==> config.mk <==
export PLATFORM = sky130hd
export DESIGN_NAME = ofdm_bit_interleaver_flat
export DESIGN_NICKNAME = d
export VERILOG_FILES = /design/src/sv/ofdmbi_pkg.sv /design/src/sv/ofdmbi_ifs.sv /design/src/sv/ofdm_bit_interleaver.sv /design/src/flat_wrapper.sv
export SDC_FILE = /design/constraint.sdc
export NUM_CORES = 2
export LEC_CHECK = 0
export ABC_AREA = 1
export BUFFER_PORTS_ARGS = -buffer_cell sky130_fd_sc_hd__buf_2
export CAP_MARGIN = 30
export CORE_ASPECT_RATIO = 0.7
export CORE_MARGIN = 8
export CORE_UTILIZATION = 31
export DETAILED_ROUTE_END_ITERATION = 10
export PLACE_DENSITY = 0.56
export SLEW_MARGIN = 5
export SYNTH_ARGS = -nofsm -noshare
export SYNTH_HDL_FRONTEND = slang
export SYNTH_SLANG_ARGS = --single-unit
==> constraint.sdc <==
create_clock -name clk -period 25.6 [get_ports clk]
set_input_delay 1.28 -clock clk [delete_from_list [all_inputs] [get_ports clk]]
set_output_delay 1.28 -clock clk [all_outputs]
set_load 0.05 [all_outputs]
==> src/sv/ofdmbi_pkg.sv <==
// Shared types, constants and lane functions for the OFDM bit interleaver.
// No dependencies; every other file of the block refers to this package.
package ofdmbi_pkg;

	localparam int unsigned LANES          = 6;
	localparam int unsigned BPS_W          = 3;
	localparam int unsigned BLOCK_SIZE_DEF = 126;

	typedef logic [LANES-1:0] lanes_t;
	typedef logic [BPS_W-1:0] bps_t;

	localparam logic CMD_PUSH  = 1'b0;
	localparam logic CMD_FLUSH = 1'b1;

	localparam bps_t BPS_QAM64 = 3'd6;
	localparam bps_t BPS_QAM16 = 3'd4;
	localparam bps_t BPS_RESET = 3'd2;

	// read offset of each interleaved lane within the block
	localparam int unsigned LANE_OFFSET [LANES] = '{0, 63, 105, 42, 21, 84};

	// lanes in use for a constellation setting
	function automatic lanes_t lane_mask(input bps_t bps);
		lanes_t m;
		case (bps)
			BPS_QAM64: m = 6'b111111;
			BPS_QAM16: m = 6'b001111;
			default:   m = 6'b000011;
		endcase
		return m;
	endfunction

	// demultiplex one group of stream bits onto the bit lanes
	function automatic lanes_t split_group(input bps_t bps, input lanes_t bits);
		lanes_t l;
		l = '0;
		case (bps)
			BPS_QAM64: begin
				l[0] = bits[0];
				l[2] = bits[1];
				l[4] = bits[2];
				l[1] = bits[3];
				l[3] = bits[4];
				l[5] = bits[5];
			end
			BPS_QAM16: begin
				l[0] = bits[0];
				l[2] = bits[1];
				l[1] = bits[2];
				l[3] = bits[3];
			end
			default: begin
				l[1:0] = bits[1:0];
			end
		endcase
		return l;
	endfunction

endpackage

==> src/sv/ofdmbi_ifs.sv <==
// Valid/ready channel interfaces for the OFDM bit interleaver: items, results
// and the configuration write channel. Depends on ofdmbi_pkg.
interface ofdmbi_item_if;
	logic                 valid;
	logic                 ready;
	logic                 command;
	ofdmbi_pkg::lanes_t   in_bits;

	modport source (output valid, output command, output in_bits, input ready);
	modport sink   (input valid, input command, input in_bits, output ready);
endinterface

interface ofdmbi_result_if;
	logic                 valid;
	logic                 ready;
	ofdmbi_pkg::lanes_t   out_bits;
	logic                 last_in_block;

	modport source (output valid, output out_bits, output last_in_block, input ready);
	modport sink   (input valid, input out_bits, input last_in_block, output ready);
endinterface

interface ofdmbi_cfg_if;
	logic                 valid;
	logic                 ready;
	ofdmbi_pkg::bps_t     data;

	modport source (output valid, output data, input ready);
	modport sink   (input valid, input data, output ready);
endinterface

==> src/sv/ofdm_bit_interleaver.sv <==
// OFDM inner bit interleaver: lane split, double-banked block store, offset read-out.
// A word read on an item transfer passes through stage 1 and the output register to result_ch.
// Throughput: one item per cycle unless result_ch stalls; each lane column takes one write and one read a cycle.
// Reset (arst_n low): nothing pending, position 0, bank 0, bits_per_symbol 2.
// The store itself is not cleared; only fully written banks are ever read.
// Depends on ofdmbi_pkg and the channel interfaces in ofdmbi_ifs.sv.
module ofdm_bit_interleaver #(
	parameter int unsigned BLOCK_SIZE = ofdmbi_pkg::BLOCK_SIZE_DEF
) (
	input  logic                     clk,
	input  logic                     arst_n,
	ofdmbi_item_if.sink              item_ch,
	ofdmbi_result_if.source          result_ch,
	ofdmbi_cfg_if.sink               cfg_ch
);

	localparam int unsigned PW = $clog2(BLOCK_SIZE);
	localparam logic [PW:0]   BLOCK_LIM = (PW+1)'(BLOCK_SIZE);
	localparam logic [PW-1:0] LAST_POS  = PW'(BLOCK_SIZE - 1);

	// ---------------------------------------------------------------
	// Configuration register: always ready; write it only while idle (the block does not enforce this).
	// ---------------------------------------------------------------
	ofdmbi_pkg::bps_t bps_q;

	assign cfg_ch.ready = 1'b1;

	always_ff @(posedge clk or negedge arst_n) begin
		if (!arst_n) begin
			bps_q <= ofdmbi_pkg::BPS_RESET;
		end else if (cfg_ch.valid) begin
			bps_q <= cfg_ch.data;
		end
	end

	// ---------------------------------------------------------------
	// Block control: position doubles as load slot and read word.
	// ---------------------------------------------------------------
	logic [PW-1:0] pos_q;
	logic          wbank_q;
	logic          pending_q;

	logic          valid_s1;
	logic          last_s1;
	ofdmbi_pkg::lanes_t mask_s1;
	ofdmbi_pkg::lanes_t rd_s1;

	logic          out_valid_q;
	ofdmbi_pkg::lanes_t out_bits_q;
	logic          out_last_q;

	logic          advance;
	logic          accept;
	logic          is_flush;
	logic          do_write;
	logic          do_read;
	logic          at_last;
	ofdmbi_pkg::lanes_t split_lanes;

	// The output register frees up when it is empty or its word is taken;
	// stage 1 frees up when it is empty or moves into the output register.
	assign advance       = !out_valid_q || result_ch.ready;
	assign item_ch.ready = !valid_s1 || advance;
	assign accept        = item_ch.valid && item_ch.ready;

	assign is_flush    = (item_ch.command == ofdmbi_pkg::CMD_FLUSH);
	assign do_write    = accept && !is_flush;
	assign do_read     = accept && pending_q;
	assign at_last     = (pos_q == LAST_POS);
	assign split_lanes = ofdmbi_pkg::split_group(bps_q, item_ch.in_bits);

	always_ff @(posedge clk or negedge arst_n) begin
		if (!arst_n) begin
			pos_q     <= '0;
			wbank_q   <= 1'b0;
			pending_q <= 1'b0;
		end else if (accept) begin
			if (!is_flush) begin
				// load one slot; a full bank swaps over and becomes pending
				if (at_last) begin
					pos_q     <= '0;
					wbank_q   <= ~wbank_q;
					pending_q <= 1'b1;
				end else begin
					pos_q <= pos_q + 1'b1;
				end
			end else if (pending_q) begin
				// drain one word; abandon any partial load at the end
				if (at_last) begin
					pos_q     <= '0;
					pending_q <= 1'b0;
				end else begin
					pos_q <= pos_q + 1'b1;
				end
			end
		end
	end

	// ---------------------------------------------------------------
	// Lane store: one bit column per lane, two banks of BLOCK_SIZE.
	// Each column is written at the load slot and read at its own offset
	// in the other bank, so reads and writes never meet on one entry.
	// ---------------------------------------------------------------
	for (genvar e = 0; e < ofdmbi_pkg::LANES; e++) begin : g_lane
		localparam logic [PW:0] OFF = (PW+1)'(ofdmbi_pkg::LANE_OFFSET[e]);

		logic          lane_mem_q [2][BLOCK_SIZE];
		logic [PW:0]   sum;
		logic [PW-1:0] raddr;
		logic          rd_bit_s1;

		// offset is below the block size, so one subtract wraps the sum
		assign sum   = {1'b0, pos_q} + OFF;
		assign raddr = (sum >= BLOCK_LIM) ? PW'(sum - BLOCK_LIM) : sum[PW-1:0];

		always_ff @(posedge clk) begin
			if (do_write) begin
				lane_mem_q[wbank_q][pos_q] <= split_lanes[e];
			end
			if (do_read) begin
				rd_bit_s1 <= lane_mem_q[~wbank_q][raddr];
			end
		end

		assign rd_s1[e] = rd_bit_s1;
	end

	// ---------------------------------------------------------------
	// Stage 1 control: lane mask and last flag travel with the read.
	// ---------------------------------------------------------------
	always_ff @(posedge clk or negedge arst_n) begin
		if (!arst_n) begin
			valid_s1 <= 1'b0;
		end else if (do_read) begin
			valid_s1 <= 1'b1;
		end else if (advance) begin
			valid_s1 <= 1'b0;
		end
	end

	always_ff @(posedge clk) begin
		if (do_read) begin
			last_s1 <= at_last;
			mask_s1 <= ofdmbi_pkg::lane_mask(bps_q);
		end
	end

	// ---------------------------------------------------------------
	// Output register: hold the word until the transfer completes.
	// ---------------------------------------------------------------
	always_ff @(posedge clk or negedge arst_n) begin
		if (!arst_n) begin
			out_valid_q <= 1'b0;
		end else if (advance) begin
			out_valid_q <= valid_s1;
		end
	end

	always_ff @(posedge clk) begin
		if (advance && valid_s1) begin
			out_bits_q <= rd_s1 & mask_s1;
			out_last_q <= last_s1;
		end
	end

	assign result_ch.valid         = out_valid_q;
	assign result_ch.out_bits      = out_bits_q;
	assign result_ch.last_in_block = out_last_q;

	// ---------------------------------------------------------------
	// Checks
	// ---------------------------------------------------------------
	// a block only becomes pending through a bank swap
	a_pending_swap: assert property (@(posedge clk) disable iff (!arst_n)
		$rose(pending_q) |-> (wbank_q != $past(wbank_q)))
		else $error("block became pending without a bank swap");

	// a bank swap always leaves a block pending
	a_swap_pending: assert property (@(posedge clk) disable iff (!arst_n)
		(wbank_q != $past(wbank_q)) |-> pending_q)
		else $error("bank swap without a pending block");

	// a word reaches the output only from a filled stage 1
	a_out_from_s1: assert property (@(posedge clk) disable iff (!arst_n)
		$rose(out_valid_q) |-> $past(valid_s1))
		else $error("output word appeared without a stage 1 read");

	// reading the last word of a block returns position to zero
	a_last_wraps: assert property (@(posedge clk) disable iff (!arst_n)
		(do_read && at_last) |=> (pos_q == '0))
		else $error("position did not wrap after the last word");

endmodule

==> src/flat_wrapper.sv <==
// flat-port wrapper written by rule: the top's interface ports become plain ports
module ofdm_bit_interleaver_flat 
#(
	parameter int unsigned BLOCK_SIZE = ofdmbi_pkg::BLOCK_SIZE_DEF
)
  (clk, arst_n, item_ch_valid, item_ch_command, item_ch_in_bits, item_ch_ready, result_ch_valid, result_ch_out_bits, result_ch_last_in_block, result_ch_ready, cfg_ch_valid, cfg_ch_data, cfg_ch_ready);
  ofdmbi_item_if item_ch_i ();
  ofdmbi_result_if result_ch_i ();
  ofdmbi_cfg_if cfg_ch_i ();
  input  logic clk;
  input  logic arst_n;
  input wire logic [$bits(item_ch_i.valid)-1:0] item_ch_valid;
  input wire logic [$bits(item_ch_i.command)-1:0] item_ch_command;
  input wire logic [$bits(item_ch_i.in_bits)-1:0] item_ch_in_bits;
  output wire logic [$bits(item_ch_i.ready)-1:0] item_ch_ready;
  output wire logic [$bits(result_ch_i.valid)-1:0] result_ch_valid;
  output wire logic [$bits(result_ch_i.out_bits)-1:0] result_ch_out_bits;
  output wire logic [$bits(result_ch_i.last_in_block)-1:0] result_ch_last_in_block;
  input wire logic [$bits(result_ch_i.ready)-1:0] result_ch_ready;
  input wire logic [$bits(cfg_ch_i.valid)-1:0] cfg_ch_valid;
  input wire logic [$bits(cfg_ch_i.data)-1:0] cfg_ch_data;
  output wire logic [$bits(cfg_ch_i.ready)-1:0] cfg_ch_ready;
  assign item_ch_i.valid = item_ch_valid;
  assign item_ch_i.command = item_ch_command;
  assign item_ch_i.in_bits = item_ch_in_bits;
  assign item_ch_ready = item_ch_i.ready;
  assign result_ch_valid = result_ch_i.valid;
  assign result_ch_out_bits = result_ch_i.out_bits;
  assign result_ch_last_in_block = result_ch_i.last_in_block;
  assign result_ch_i.ready = result_ch_ready;
  assign cfg_ch_i.valid = cfg_ch_valid;
  assign cfg_ch_i.data = cfg_ch_data;
  assign cfg_ch_ready = cfg_ch_i.ready;
  ofdm_bit_interleaver #(.BLOCK_SIZE(BLOCK_SIZE)) u_core (.clk(clk), .arst_n(arst_n), .item_ch(item_ch_i), .result_ch(result_ch_i), .cfg_ch(cfg_ch_i));
endmodule
==> flow_metrics.env <==
export IMPL_cts_tree="built"
export IMPL_globalRouteOverflowTotal=0
export IMPL_synth_ff_type="edfxtp_1"
export IMPL_grt_pass1_wl_um=314000
export IMPL_hold_viol_final=0
export IMPL_syn_area_sq_um=64700
export IMPL_cts_setup_buffers=0
export IMPL_cp_end_kind="flop"
export IMPL_dpl_hpwl_um=136000
export IMPL_ctsHtreeMaxLevel=4
export IMPL_place_inst=8067
export IMPL_max_cap_violations=0
export IMPL_numPortBuffers=23
export IMPL_synth_avg_cell_area_sq_um=11.7
export IMPL_nNetsFinal=5563
export IMPL_clockRootBuffer="clkbuf_16"
export IMPL_synth_most_common_cell="edfxtp_1"
export IMPL_synth_seq_cells=1542
export IMPL_grt_antenna_before_repair=13
export IMPL_first_global_vias=41300
export IMPL_hp_class="primary input to async pin"
export IMPL_synth_edf_count=1528
export IMPL_ys_async_sr_fraction_pct=0.908
export IMPL_path_max_fanout=17
export IMPL_drc=0
export IMPL_synth_warning_count=0
export IMPL_sw_frac_of_total_pct=41.7
export IMPL_leakage_nw=24.9
export IMPL_grt_max_degree=174
export IMPL_timing_hold_ws_ps=433
export IMPL_io_pins=25
export IMPL_worstPathRequired_ps=26270
export IMPL_final_instance_count_excl_fill=8421
export IMPL_die_h_um=398
export IMPL_r2r_setup_slack_ps=18960
export IMPL_crit_path_start_kind="flop"
export IMPL_timing_setup_tns_ps=0
export IMPL_netSwitchingPower_mw=3.29
export IMPL_p_seq_share_pct=36.0
export IMPL_relSlewSlack_pct=25.2
export IMPL_rr_endpoint="u_core.g_lane[1].rd_bit_s1"
export IMPL_slew_violations=0
export IMPL_clk_pin_slew_worst_paths_ps=70
export IMPL_rows=140
export IMPL_gp_congestion=1.01
export IMPL_status="finished clean"
export IMPL_wirelength_um=223000
export IMPL_crit_arrival_ps=7310
export IMPL_rsz0062_at_grt="no"
export IMPL_combPwrFrac_pct=36.1
export IMPL_drive_above_1_share_pct=9.32
export IMPL_yosysSeqAreaShare_pct=71.5
export IMPL_ys_top_cells_by_area="edfxtp_1 71%, o21ai_0 6.1%, nor2_1 5.8%, o22ai_1 3.1%, nand3_1 3.0%"
export IMPL_pwr_density_cell_nw_per_um2=108
export IMPL_final_antenna_net_count=0
export IMPL_syn_inst=5505
export IMPL_skew_ps=57.4
export IMPL_finalCritPeriodShare_pct=25.9
export IMPL_reg2reg_from="u_core.pos_q[1]"
export IMPL_track_usage_pct=19.1
export IMPL_setup_viol=0
export IMPL_cts_buffers=150
export IMPL_crit_type="flop to flop"
export IMPL_synth_common_cells="1528 x edfxtp_1, 999 x nor2_1, 787 x o21ai_0, 445 x nand2_1, 394 x nand3_1"
export IMPL_clk_latency_ps=800
export IMPL_synth_nets=5540
export IMPL_via_per_inst=5.47
export IMPL_power_internal_mw=4.61
export IMPL_synth_cell_types=44
export IMPL_cts_sinks=1542
export IMPL_initial_utilization_pct=31.1
export IMPL_syn_to_final_growth_pct=13.0
export IMPL_die_w_um=562
export IMPL_post_cts_resized=0
export IMPL_synth_top_area_share_pct=70.9
export IMPL_wl_per_cell_um=26.5
export IMPL_fmax_mhz=151
export IMPL_ff2ff_path_depth=17
export IMPL_drt_first_pass_iters=6
export IMPL_p_clk_share_pct=27.9
export IMPL_worst_slew_pin_slew_ps=1110
export IMPL_ir_drop_v=0.0000901
export IMPL_coreArea_sq_um=208000
export IMPL_finalPower_mw=7.90
export IMPL_die_area_sq_um=224000
export IMPL_min_period_ps=6640
export IMPL_synth_top_cell_by_area="edfxtp_1"
export IMPL_ctsHoldBuffers=0
export IMPL_drt_initial_drc_count=7278
export IMPL_clock_path_buffers=4
export IMPL_vias=46000
==> per-stage QoR <==
step	instance area [sq um]	utilization (%)	setup WS, ps
floorplan	64700	-	16190
global placement	67500	32.5	19070
detailed placement	67900	32.7	19140
CTS	72600	35.0	19120
global route	73100	35.2	18760
finish	73100	35.2	18960
==> worst max-delay path by stage <==
stage | from | end | slack (ps)
after floorplan | item_ch_in_bits[1] | u_core.g_lane[1].lane_mem_q[0][0] | 16190
after detailed placement | u_core.pos_q[0] | u_core.g_lane[1].rd_bit_s1 | 19140
final | u_core.pos_q[1] | u_core.g_lane[1].rd_bit_s1 | 18960
after global placement | u_core.pos_q[0] | u_core.g_lane[1].rd_bit_s1 | 19070
after global routing | u_core.pos_q[0] | u_core.g_lane[1].rd_bit_s1 | 18760
after CTS | u_core.pos_q[0] | u_core.g_lane[1].rd_bit_s1 | 19120
==> placed cells by master (no fill, tap or decap), types with 5 or more instances in the layout <==
master,count
edfxtp_1,1528
nor2_1,995
o21ai_0,786
nand2_1,436
nand3_1,393
o22ai_1,317
inv_1,256
nor3_1,193
clkbuf_16,151
buf_2,106
buf_4,83
clkinv_1,33
clkbuf_1,32
nand2_2,28
nand3b_1,25
inv_2,22
clkbuf_2,22
ha_1,20
clkinv_2,18
nand4_1,17
diode_2,16
xor2_1,14
o211ai_1,14
bufinv_16,14
buf_12,11
dfrtp_1,11
o21ai_1,10
a21oi_1,9
clkbuf_4,9
nand2_4,8
o221ai_1,7
nor2_4,6
xnor2_1,6
nand3_2,5
buf_16,5
==> layer usage <==
metal / routed length (um) / vias up / GRT usage [%]
met3: 32900 / 329 / 7.76
met5: 21 / - / 0
met4: 5140 / 4 / 4.16
met2: 85500 / 2833 / 24.6
li1: - / 19900 / -
met1: 99200 / 23000 / 29.2
==> power groups by stage <==
stage                     sequential [mW]  clock [mW]  combinational (mW)
after global placement               2.90           0                2.68
after CTS                            2.84        2.22                2.69
after floorplan                      2.88           0                1.29
after global routing                 2.84        2.32                2.88
after detailed placement             2.90           0                2.69
final                                2.85        2.20                2.85
==> sequential cells by signal (all words and copies together) (netlist names), 2 cells and up <==
signal / count
u_core.g_lane.lane_mem_q: 1512
u_core.pos_q: 7
u_core.g_lane.rd_bit_s1: 6
u_core.result_ch.out_bits: 6
u_core.bps_q: 3
u_core.mask_s1: 2
==> cells by family after synthesis <==
family	Yosys count	share of synthesized area, %
xor+xnor	25	0.414
other cells	1	0.00580
compound gates	1155	9.72
flops	1542	71.5
fa+ha+maj	20	0.387
simple gates	2113	13.9
buf+inv	648	4.11
mux	1	0.0174
==> cell type report <==
class	count	area, sq um
Timing Repair Buffer	238	1720
Fill cell	20500	135000
Sequential cell	1542	46200
Tap cell	2769	3460
Multi-Input combinational cell	3315	15900
Clock buffer	184	3910
Inverter	281	1070
Clock inverter	76	777
Antenna cell	16	40.0
==> worst max-delay path, cell delays in order (launching register included) <==
cell,delay (ps)
dfrtp_1,880
inv_1,570
ha_1,900
clkinv_1,610
or2_2,450
nand3_1,80
nor2_1,50
nand2_2,100
nand2_2,130
nand2_1,110
nand2_2,560
inv_2,990
nand3_1,340
nand3_1,280
nand3_1,160
nand3_1,120
nand3_1,80
nand2_1,100
(Power assumes the default switching activity.)
